===== config.mk =====
export PLATFORM = sky130hd
export DESIGN_NAME = dual_channel_safety_relay
export DESIGN_NICKNAME = d
export VERILOG_FILES = /design/src/dcsr_pkg.sv /design/src/dual_channel_safety_relay.sv
export SDC_FILE = /design/constraint.sdc
export NUM_CORES = 1
export LEC_CHECK = 0
export ABC_AREA = 1
export BUFFER_PORTS_ARGS = -buffer_cell sky130_fd_sc_hd__buf_4
export CORE_ASPECT_RATIO = 1.75
export CORE_MARGIN = 1.5
export CORE_UTILIZATION = 58
export CTS_CLUSTER_DIAMETER = 120
export DETAILED_ROUTE_END_ITERATION = 10
export PLACE_DENSITY = 0.75
export RECOVER_POWER = 100
export SLEW_MARGIN = 15
export SYNTH_ARGS = -nofsm -noshare
export SYNTH_HDL_FRONTEND = slang
export SYNTH_SLANG_ARGS = --single-unit

===== constraint.sdc =====
create_clock -name clk -period 4.75 [get_ports clk]
set_input_delay 0.475 -clock clk [delete_from_list [all_inputs] [get_ports clk]]
set_output_delay 0.475 -clock clk [all_outputs]
set_load 0.05 [all_outputs]

===== src/dcsr_pkg.sv =====
// ----------------------------------------------------------------------------
// Dual-channel safety relay package
// Command codes, option bits, step codes, register indexes and stream
// layout shared by the relay monitor and its checker.
// ----------------------------------------------------------------------------
package dcsr_pkg;

	localparam int CFG_INDEX_W = 3;
	localparam int CFG_DATA_W  = 12;
	localparam int IN_DATA_W   = 16;
	localparam int OUT_DATA_W  = 8;
	localparam int CMD_W       = 2;
	localparam int STEP_W      = 3;
	localparam int LIMIT_W     = 12;
	localparam int ERR_W       = 6;

	localparam logic [CMD_W-1:0] CMD_FAST_TICK   = 2'd0;
	localparam logic [CMD_W-1:0] CMD_SLOW_TICK   = 2'd1;
	localparam logic [CMD_W-1:0] CMD_CLEAR_CROSS = 2'd2;
	localparam logic [CMD_W-1:0] CMD_NONE        = 2'd3;

	localparam int OPT_ENABLE       = 0;
	localparam int OPT_ANTIVALENT   = 1;
	localparam int OPT_ACK_REQUIRED = 2;
	localparam int OPT_EDGE_ACK     = 3;
	localparam int OPT_NO_HOLD      = 4;
	localparam int OPT_SKIP_00      = 5;
	localparam int OPT_CROSSCHECK   = 6;
	localparam int OPT_LOWLOW_OK    = 7;

	localparam logic [STEP_W-1:0] STEP_START     = 3'd0;
	localparam logic [STEP_W-1:0] STEP_WAIT_OPEN = 3'd1;
	localparam logic [STEP_W-1:0] STEP_OPEN      = 3'd2;
	localparam logic [STEP_W-1:0] STEP_PARTIAL   = 3'd3;
	localparam logic [STEP_W-1:0] STEP_SETTLE    = 3'd4;
	localparam logic [STEP_W-1:0] STEP_CLOSED    = 3'd5;

	localparam logic [CFG_INDEX_W-1:0] REG_OPTIONS1  = 3'd0;
	localparam logic [CFG_INDEX_W-1:0] REG_OPTIONS2  = 3'd1;
	localparam logic [CFG_INDEX_W-1:0] REG_START_DLY = 3'd2;
	localparam logic [CFG_INDEX_W-1:0] REG_SETTLE    = 3'd3;
	localparam logic [CFG_INDEX_W-1:0] REG_ACK_HOLD  = 3'd4;
	localparam logic [CFG_INDEX_W-1:0] REG_XC_LIMIT  = 3'd5;

	localparam logic [7:0]         RST_START_DLY = 8'd20;
	localparam logic [7:0]         RST_SETTLE    = 8'd50;
	localparam logic [7:0]         RST_ACK_HOLD  = 8'd50;
	localparam logic [LIMIT_W-1:0] RST_XC_LIMIT  = 12'd3100;

	localparam logic [1:0] LINES_LOW  = 2'b00;
	localparam logic [1:0] LINES_HIGH = 2'b11;

	typedef struct packed {
		logic [1:0] ack_request;
		logic [3:0] selected_lines;
		logic [3:0] raw_lines;
		logic       parameters_complete;
		logic       system_fault;
	} in_item_t;

endpackage


===== src/dual_channel_safety_relay.sv =====
// ----------------------------------------------------------------------------
// Dual-channel safety relay monitor
// Two safety circuits with step machines on the slow tick, a cross-circuit
// check on the fast tick, and sticky error flags.
// ----------------------------------------------------------------------------
//  Channel  | Group                    | Contents
//  ---------+--------------------------+--------------------------------------
//  input    | s_tvalid s_tready        | s_tuser command, s_tdata line fields
//  result   | m_tvalid m_tready        | m_tdata release and error flags
//  config   | cfg_we cfg_index         | cfg_data, one register per write
//
// Each transaction passes through the input register and then the result
// register, and one transaction can be accepted per cycle while the result
// is not stalled. The state update happens as a transaction leaves the
// input register. Reset clears the step, counter and flag state and loads
// the default register values. A stalled result holds the input register,
// which then drops s_tready.
module dual_channel_safety_relay #(
	parameter int CROSS_COUNT_WIDTH = 12,
	parameter int TICK_COUNT_WIDTH  = 8
) (
	input  logic                              clk,
	input  logic                              arst_n,
	input  logic                              s_tvalid,
	output logic                              s_tready,
	// Bits: system_fault, parameters_complete, raw_lines[3:0],
	// selected_lines[3:0], ack_request1, ack_request2, zero fill.
	input  logic [dcsr_pkg::IN_DATA_W-1:0]    s_tdata,
	// Bits: command[1:0].
	input  logic [dcsr_pkg::CMD_W-1:0]        s_tuser,
	output logic                              m_tvalid,
	input  logic                              m_tready,
	// Bits: release1, release2, cross_error1, cross_error2, start_error1,
	// start_error2, sequence_error1, sequence_error2.
	output logic [dcsr_pkg::OUT_DATA_W-1:0]   m_tdata,
	input  logic                              cfg_we,
	input  logic [dcsr_pkg::CFG_INDEX_W-1:0]  cfg_index,
	input  logic [dcsr_pkg::CFG_DATA_W-1:0]   cfg_data
);
	import dcsr_pkg::*;

	localparam int CW = CROSS_COUNT_WIDTH;
	localparam int TW = TICK_COUNT_WIDTH;

	logic [7:0]         opt_q [2];
	logic [7:0]         start_dly_q;
	logic [7:0]         settle_q;
	logic [7:0]         ack_hold_q;
	logic [LIMIT_W-1:0] limit_q;

	logic               valid_s1;
	logic [CMD_W-1:0]   cmd_s1;
	in_item_t           item_s1;
	logic               m_tvalid_q;
	logic [OUT_DATA_W-1:0] m_tdata_q;

	logic [STEP_W-1:0]  step_q [2];
	logic [1:0]         closed_q;
	logic [1:0]         ack_flag_q;
	logic [1:0]         edge_pend_q;
	logic [1:0]         ackd_q;
	logic [TW-1:0]      hold_cnt_q [2];
	logic [TW-1:0]      settle_cnt_q [2];
	logic [CW-1:0]      cross_cnt_q [4];
	logic [TW-1:0]      start_cnt_q;
	logic [1:0]         rel_q;
	logic [ERR_W-1:0]   err_q;

	logic [STEP_W-1:0]  n_step [2];
	logic [1:0]         n_closed;
	logic [1:0]         n_ack_flag;
	logic [1:0]         n_edge_pend;
	logic [1:0]         n_ackd;
	logic [TW-1:0]      n_hold_cnt [2];
	logic [TW-1:0]      n_settle_cnt [2];
	logic [CW-1:0]      n_cross_cnt [4];
	logic [TW-1:0]      n_start_cnt;
	logic [1:0]         n_rel;
	logic [ERR_W-1:0]   n_err;

	logic               advance;

	function automatic logic [TW-1:0] tick_load(input logic [7:0] v);
		logic [TW+7:0] w;
		w = {{TW{1'b0}}, v};
		return w[TW-1:0];
	endfunction

	// Returns the trip flag above the updated counter.
	function automatic logic [CW:0] count_up(input logic [CW-1:0] cnt,
			input logic [LIMIT_W-1:0] lim);
		logic [CW+LIMIT_W-1:0] c_ext;
		logic [CW+LIMIT_W-1:0] l_ext;
		logic [CW-1:0]         n;
		c_ext = {{LIMIT_W{1'b0}}, cnt};
		l_ext = {{CW{1'b0}}, lim};
		n = cnt;
		if (c_ext < l_ext && cnt != {CW{1'b1}}) begin
			n = cnt + 1'b1;
		end
		c_ext = {{LIMIT_W{1'b0}}, n};
		return {c_ext >= l_ext, n};
	endfunction

	assign advance  = valid_s1 && (!m_tvalid_q || m_tready);
	assign s_tready = !valid_s1 || advance;
	assign m_tvalid = m_tvalid_q;
	assign m_tdata  = m_tdata_q;

	always_comb begin
		logic [7:0]    opt;
		logic [1:0]    pair;
		logic [1:0]    lines;
		logic          req;
		logic          trip;
		logic [CW:0]   cu;
		logic [1:0]    ia;
		logic [1:0]    ib;
		n_step       = step_q;
		n_closed     = closed_q;
		n_ack_flag   = ack_flag_q;
		n_edge_pend  = edge_pend_q;
		n_ackd       = ackd_q;
		n_hold_cnt   = hold_cnt_q;
		n_settle_cnt = settle_cnt_q;
		n_cross_cnt  = cross_cnt_q;
		n_start_cnt  = start_cnt_q;
		n_rel        = rel_q;
		n_err        = err_q;
		opt   = '0;
		pair  = '0;
		lines = '0;
		req   = 1'b0;
		trip  = 1'b0;
		cu    = '0;
		ia    = '0;
		ib    = '0;
		case (cmd_s1)
			CMD_FAST_TICK: begin
				for (int c = 0; c < 2; c++) begin
					opt  = opt_q[c];
					pair = item_s1.raw_lines[2*c +: 2];
					ia   = 2'(2 * c);
					ib   = 2'(2 * c + 1);
					trip = 1'b0;
					if (!opt[OPT_CROSSCHECK] || step_q[c] != STEP_CLOSED) begin
						n_cross_cnt[ia] = '0;
						n_cross_cnt[ib] = '0;
					end else if (pair == LINES_LOW) begin
						if (opt[OPT_LOWLOW_OK]) begin
							n_cross_cnt[ia] = '0;
							n_cross_cnt[ib] = '0;
						end
						cu = count_up(n_cross_cnt[ib], limit_q);
						n_cross_cnt[ib] = cu[CW-1:0];
						trip = cu[CW];
					end else begin
						if (pair[0]) begin
							cu = count_up(cross_cnt_q[ia], limit_q);
							n_cross_cnt[ia] = cu[CW-1:0];
							trip = trip | cu[CW];
						end else begin
							n_cross_cnt[ia] = '0;
						end
						if (pair[1]) begin
							cu = count_up(cross_cnt_q[ib], limit_q);
							n_cross_cnt[ib] = cu[CW-1:0];
							trip = trip | cu[CW];
						end else begin
							n_cross_cnt[ib] = '0;
						end
					end
					if (trip) begin
						n_step[c]       = STEP_WAIT_OPEN;
						n_closed[c]     = 1'b0;
						n_ack_flag[c]   = 1'b0;
						n_edge_pend[c]  = 1'b0;
						n_ackd[c]       = 1'b0;
						n_hold_cnt[c]   = '0;
						n_settle_cnt[c] = '0;
						n_err[c]        = 1'b1;
					end
				end
			end
			CMD_SLOW_TICK: begin
				if (item_s1.system_fault || !item_s1.parameters_complete) begin
					n_start_cnt = tick_load(start_dly_q);
					for (int c = 0; c < 2; c++) begin
						n_step[c]       = STEP_START;
						n_hold_cnt[c]   = '0;
						n_settle_cnt[c] = '0;
					end
					n_closed    = '0;
					n_ack_flag  = '0;
					n_edge_pend = '0;
					n_ackd      = '0;
					n_rel       = '0;
				end else if (start_cnt_q != '0) begin
					n_start_cnt = start_cnt_q - 1'b1;
				end else begin
					for (int c = 0; c < 2; c++) begin
						opt   = opt_q[c];
						lines = item_s1.selected_lines[2*c +: 2] ^
							{opt[OPT_ANTIVALENT], 1'b0};
						req   = item_s1.ack_request[c];
						if (opt[OPT_ENABLE]) begin
							if (hold_cnt_q[c] != '0) begin
								n_hold_cnt[c] = hold_cnt_q[c] - 1'b1;
							end else begin
								n_ack_flag[c] = 1'b0;
							end
							if (req) begin
								if (!opt[OPT_NO_HOLD]) begin
									n_hold_cnt[c] = tick_load(ack_hold_q);
								end
								if (!opt[OPT_EDGE_ACK]) begin
									n_ack_flag[c] = 1'b1;
								end else begin
									n_edge_pend[c] = 1'b1;
								end
							end else if (edge_pend_q[c]) begin
								n_ack_flag[c]  = 1'b1;
								n_edge_pend[c] = 1'b0;
							end
							if (!opt[OPT_ACK_REQUIRED]) begin
								n_ack_flag[c] = 1'b1;
							end
							if (ackd_q[c]) begin
								n_edge_pend[c] = 1'b0;
								n_ack_flag[c]  = 1'b0;
								n_hold_cnt[c]  = '0;
							end
							case (step_q[c])
								STEP_START: begin
									if (opt[OPT_SKIP_00]) begin
										if (lines == LINES_HIGH) begin
											n_closed[c] = 1'b1;
											n_step[c]   = STEP_CLOSED;
										end else begin
											n_step[c] = STEP_WAIT_OPEN;
										end
									end else if (lines == LINES_LOW) begin
										n_step[c] = STEP_WAIT_OPEN;
									end else begin
										n_err[2+c] = 1'b1;
									end
								end
								STEP_WAIT_OPEN: begin
									if (lines == LINES_LOW) begin
										n_step[c] = STEP_OPEN;
									end else if (lines == LINES_HIGH && !err_q[c]) begin
										n_err[4+c] = 1'b1;
									end
								end
								STEP_OPEN: begin
									if (lines == LINES_HIGH) begin
										n_settle_cnt[c] = tick_load(settle_q);
										n_closed[c]     = 1'b1;
										n_step[c]       = STEP_SETTLE;
									end else if (lines != LINES_LOW) begin
										n_closed[c] = 1'b0;
										n_step[c]   = STEP_PARTIAL;
									end
								end
								STEP_PARTIAL: begin
									if (lines == LINES_LOW) begin
										n_closed[c] = 1'b0;
										n_step[c]   = STEP_WAIT_OPEN;
									end else if (lines == LINES_HIGH) begin
										n_closed[c]     = 1'b1;
										n_settle_cnt[c] = tick_load(settle_q);
										n_step[c]       = STEP_SETTLE;
									end
								end
								STEP_SETTLE: begin
									if (settle_cnt_q[c] != '0) begin
										n_settle_cnt[c] = settle_cnt_q[c] - 1'b1;
										if (lines == LINES_LOW) begin
											n_closed[c] = 1'b0;
											n_step[c]   = STEP_WAIT_OPEN;
										end
									end else if (lines == LINES_HIGH) begin
										n_closed[c] = 1'b1;
										n_step[c]   = STEP_CLOSED;
									end else begin
										n_closed[c] = 1'b0;
										n_step[c]   = STEP_WAIT_OPEN;
									end
								end
								STEP_CLOSED: begin
									if (lines == LINES_HIGH) begin
										n_closed[c] = 1'b1;
									end else begin
										n_closed[c] = 1'b0;
										n_step[c]   = STEP_WAIT_OPEN;
									end
								end
								default: begin
								end
							endcase
							if (!n_closed[c]) begin
								n_ackd[c] = 1'b0;
							end
							if (n_closed[c] && n_ack_flag[c]) begin
								n_ackd[c] = 1'b1;
							end
							n_rel[c] = n_ackd[c];
						end
					end
				end
			end
			CMD_CLEAR_CROSS: begin
				for (int i = 0; i < 4; i++) begin
					n_cross_cnt[i] = '0;
				end
			end
			default: begin
			end
		endcase
	end

	always_ff @(posedge clk or negedge arst_n) begin
		if (!arst_n) begin
			opt_q[0]    <= '0;
			opt_q[1]    <= '0;
			start_dly_q <= RST_START_DLY;
			settle_q    <= RST_SETTLE;
			ack_hold_q  <= RST_ACK_HOLD;
			limit_q     <= RST_XC_LIMIT;
		end else if (cfg_we) begin
			case (cfg_index)
				REG_OPTIONS1:  opt_q[0]    <= cfg_data[7:0];
				REG_OPTIONS2:  opt_q[1]    <= cfg_data[7:0];
				REG_START_DLY: start_dly_q <= cfg_data[7:0];
				REG_SETTLE:    settle_q    <= cfg_data[7:0];
				REG_ACK_HOLD:  ack_hold_q  <= cfg_data[7:0];
				REG_XC_LIMIT:  limit_q     <= cfg_data[LIMIT_W-1:0];
				default: begin
				end
			endcase
		end
	end

	always_ff @(posedge clk or negedge arst_n) begin
		if (!arst_n) begin
			valid_s1 <= 1'b0;
		end else if (s_tready) begin
			valid_s1 <= s_tvalid;
		end
	end

	always_ff @(posedge clk) begin
		if (s_tready && s_tvalid) begin
			cmd_s1  <= s_tuser;
			item_s1 <= s_tdata[$bits(in_item_t)-1:0];
		end
	end

	always_ff @(posedge clk or negedge arst_n) begin
		if (!arst_n) begin
			m_tvalid_q <= 1'b0;
		end else if (advance) begin
			m_tvalid_q <= 1'b1;
		end else if (m_tready) begin
			m_tvalid_q <= 1'b0;
		end
	end

	always_ff @(posedge clk) begin
		if (advance) begin
			m_tdata_q <= {n_err, n_rel};
		end
	end

	always_ff @(posedge clk or negedge arst_n) begin
		if (!arst_n) begin
			for (int c = 0; c < 2; c++) begin
				step_q[c]       <= STEP_START;
				hold_cnt_q[c]   <= '0;
				settle_cnt_q[c] <= '0;
			end
			for (int i = 0; i < 4; i++) begin
				cross_cnt_q[i] <= '0;
			end
			closed_q    <= '0;
			ack_flag_q  <= '0;
			edge_pend_q <= '0;
			ackd_q      <= '0;
			start_cnt_q <= '0;
			rel_q       <= '0;
			err_q       <= '0;
		end else if (advance) begin
			step_q       <= n_step;
			hold_cnt_q   <= n_hold_cnt;
			settle_cnt_q <= n_settle_cnt;
			cross_cnt_q  <= n_cross_cnt;
			closed_q     <= n_closed;
			ack_flag_q   <= n_ack_flag;
			edge_pend_q  <= n_edge_pend;
			ackd_q       <= n_ackd;
			start_cnt_q  <= n_start_cnt;
			rel_q        <= n_rel;
			err_q        <= n_err;
		end
	end

endmodule


==> implementation parameters <==
Parameter                              Value

Routing
  Detailed Routing Iterations Pass 1 ... 6
  Via-per-instance ratio ... 5.74
  Routed wire length ... 45,100 microns
  Routed wire length per instance ... 17.2 microns
  DRC violation count after routing ... 0
  Vias after detailed routing ... 15,077
  Drt initial violations ... 1,061
  Count of antenna-violating nets left after detailed routing ... 0

STA
  Max-slew violation count ... 194
  Maximum frequency from static timing analysis ... 228 MHz
  Setup violators final ... 0
  Layout Skew ... 13.1 ps
  Remaining max-slew budget at the tightest pin ... -0.653
  Fraction of the cycle the final worst path needs ... 0.922
  RSZ-0062 raised after global routing ... false
  Total negative slack for setup checks ... 0 ps
  Worst-Margin Slew ... 2480 ps
  Worst hold margin ... 202 ps
  Min Tclk post-route ... 4380 ps
  Final-report hold violation count ... 0

Finish
  Leading cell types in the layout, fill and taps excluded ... 710 x nand2_1, 312 x inv_1, 178 x o21ai_0
  N_diodes ... 0
  Commonest non-fill, non-tap cell in the layout ... nand2_1
  Number of fill cells in the layout ... 2,505
  Combined flip-flop and latch cell area ... 0.00478 sq mm
  Final net count ... 2,480
  Area growth from synthesis to layout ... 7.59%
  Share of cells above drive strength 1 ... 0.0677
  Multi-input gate area ... 0.00912 sq mm

Global routing
  Wire length of the first global-routing pass ... 72,800 microns
  Largest net degree at the start of global routing ... 90
  Tot GR Track Use ... 0.338
  Vias in the first global route ... 14,869
  Overflow left after global routing ... 0
  Number of antenna violations at the first check in global routing ... 0

Clocking
  Post-CTS setup buffer count ... 0
  Number of gates resized after CTS ... 0
  CTS tree ... built
  Clk sink count ... 186
  Cts bufs inserted ... 17
  CTS Root Buffer Type ... clkbuf_16
  CTS H-tree lvls ... 4
  # hold bufs at CTS ... 0
  Clock latency at the later pin of the worst-skew pair ... 470 ps
  Number of buffers on the longest clock path ... 2
  Clock edge transition at the registers on the reported setup and hold paths ... 80 ps

Synthesis
  Number of cells produced by synthesis ... 2,241
  Yosys warns ... 0
  Net count after synthesis ... 2,431
  Total standard cell area after synthesis ... 0.0155 sq mm
  Synthesized area per cell ... 6.91 sq um
  Post-synthesis sequential element count ... 186
  Part of the Yosys area used for sequential elements ... 0.309
  Distinct cell type count of the synthesized netlist ... 58

Floorplan
  Placement row count ... 79
  Die Wd ... 127 microns
  Chip Height ... 219 microns
  Core region area ... 0.0264 sq mm
  Effective utilization at floorplan ... 0.587
  Die footprint ... 0.0277 sq mm
  Number of top-level pins ... 48

Setup path
  Maximum net fanout on the critical path ... 13
  Worst EP arrival ... 4720 ps
  Crit path required time ... 5090 ps
  Critical Path Start Type ... register
  Critical Path End Type ... register
  Worst setup path class ... register to register

Placed design
  DP HPWL ... 34,500 microns
  Buffers added on ports ... 43
  GPL Wtd Cong ... 0.996

Run
  Count of maximum capacitance violations ... 4

Power and ir drop
  Cell Pwr Density ... 283 mW/mm^2
  Static leakage ... 8.83 nW
  Worst ir drop on vdd ... 0.309 mV

Status
  Violated checks ... capacitance limit, slew limit
  Status ... complete, but fails checks

Hold path
  Worst hold path type ... primary input to register
[sequential cells by signal (all words and copies together), names as in the netlist, 12 cells and up]
register	cells
settle_cnt_q	16
item_s1	12
opt_q	16
cross_cnt_q	48
hold_cnt_q	16
limit_q	12
[worst paths after layout]
kind                                 start         endpoint  slack [ps]  cells after the start
worst min-delay path            s_tdata[0]       item_s1[0]         200                      1
worst min register to register    rel_q[1]         rel_q[1]         480                      2
worst max register to register   opt_q[15]      closed_q[0]         370                     24
max in group asynchronous           arst_n  cross_cnt_q[14]         970                      2
worst max-delay path             opt_q[15]      closed_q[0]         370                     24
min in group asynchronous           arst_n  cross_cnt_q[45]         740                      1
[area by class of cell]
cell class,instances,share of cell area
repair buffers,81,0.0333
flip-flops and latches,186,0.287
inverters,324,0.0730
multi-input cells,1680,0.548
well taps,324,0.0243
clock buffers,19,0.0266
clock inverters,13,0.00819
[worst max-delay path, stage by stage (launching register included)]
cell and delay [ps]:
dfrtp_2 500, buf_4 200, nor2_1 320, ha_1 260, inv_1 110, nor4_4 330, a21oi_1 120, nand2_2 220
inv_2 160, nand2_1 110, nand2_1 90, inv_1 70, ha_1 230, nand2_1 70, nand2_1 50, nand2_1 50
nand2_1 50, a21oi_1 120, nand4_1 230, nand2_1 120, inv_1 40, nand2_1 210, nand2_2 180, nand2_2 280
o21ai_0 120
[routing by layer]
metal | vias up | share of wire | track usage
li1 | 7364 | - | -
met1 | 7007 | 0.36 | 0.337
met2 | 496 | 0.52 | 0.629
met3 | 210 | 0.040 | 0.0434
met4 | 0 | 0.081 | 0.260
met5 | - | 0 | 0
[per-stage QoR]
| stage | setup slack, ps | utilization | total power [mW] | instance area [sq um] | cells |
|---|---|---|---|---|---|
| after floorplan | 1180 | - | 2.85 | 15500 | 2241 |
| after global placement | 367 | 0.615 | 3.27 | 16200 | 2595 |
| after detailed placement | 257 | 0.615 | 3.31 | 16200 | 2595 |
| after CTS | 233 | 0.637 | 4.74 | 16800 | 2627 |
| after global routing | 44.4 | 0.631 | 4.98 | 16700 | 2627 |
| final | 369 | 0.631 | 4.71 | 16700 | 2627 |
[cell usage after synthesis, drive strengths merged]
cell | number | area, sq um
ha | 152 | 1900
nand2 | 716 | 2700
nand3 | 156 | 813
nor3 | 39 | 216
o211ai | 13 | 103
a21oi | 88 | 463
a41oi | 1 | 8.76
nor2 | 163 | 688
a211oi | 2 | 20.0
dfstp | 13 | 342
o211a | 2 | 20.0
o21ai | 184 | 970
a22oi | 5 | 37.5
o21a | 2 | 15.0
xnor2 | 7 | 61.3
a32oi | 1 | 8.76
clkinv | 3 | 11.3
or2 | 4 | 25.0
edfxtp | 22 | 661
a31o | 1 | 8.76
o31ai | 3 | 22.5
a31oi | 7 | 43.8
a221o | 1 | 10.0
a21boi | 5 | 45.0
nand3b | 6 | 45.0
o221ai | 4 | 35.0
inv | 321 | 1200
dfrtp | 151 | 3780
o22ai | 7 | 43.8
xor2 | 64 | 561
buf | 28 | 201
clkbuf | 23 | 86.3
o41ai | 1 | 16.3
nand4 | 25 | 156
and2 | 8 | 50.1
nor4 | 8 | 65.1
a21o | 1 | 7.51
nor3b | 1 | 12.5
o2111ai | 3 | 26.3
[where the power goes]
| part | leakage [nW] | switching, mW | total (mW) | internal (mW) |
|---|---|---|---|---|
| Clock | 0.280 | 0.717 | 1.43 | 0.710 |
| Sequential | 2.36 | 0.157 | 1.95 | 1.79 |
| Combinational | 6.19 | 0.905 | 1.33 | 0.429 |
[logic make-up after synthesis]
kind of cell / after synthesis / synth area share
adder cells (fa/ha/maj): 152 / 0.123
AO/OA/AOI/OAI: 331 / 0.123
XOR/XNOR: 71 / 0.0402
AND/OR/NAND/NOR: 1126 / 0.308
flip-flops: 186 / 0.309
buffers and inverters: 375 / 0.0971
Note: power is estimated with default switching activity, not from simulation.
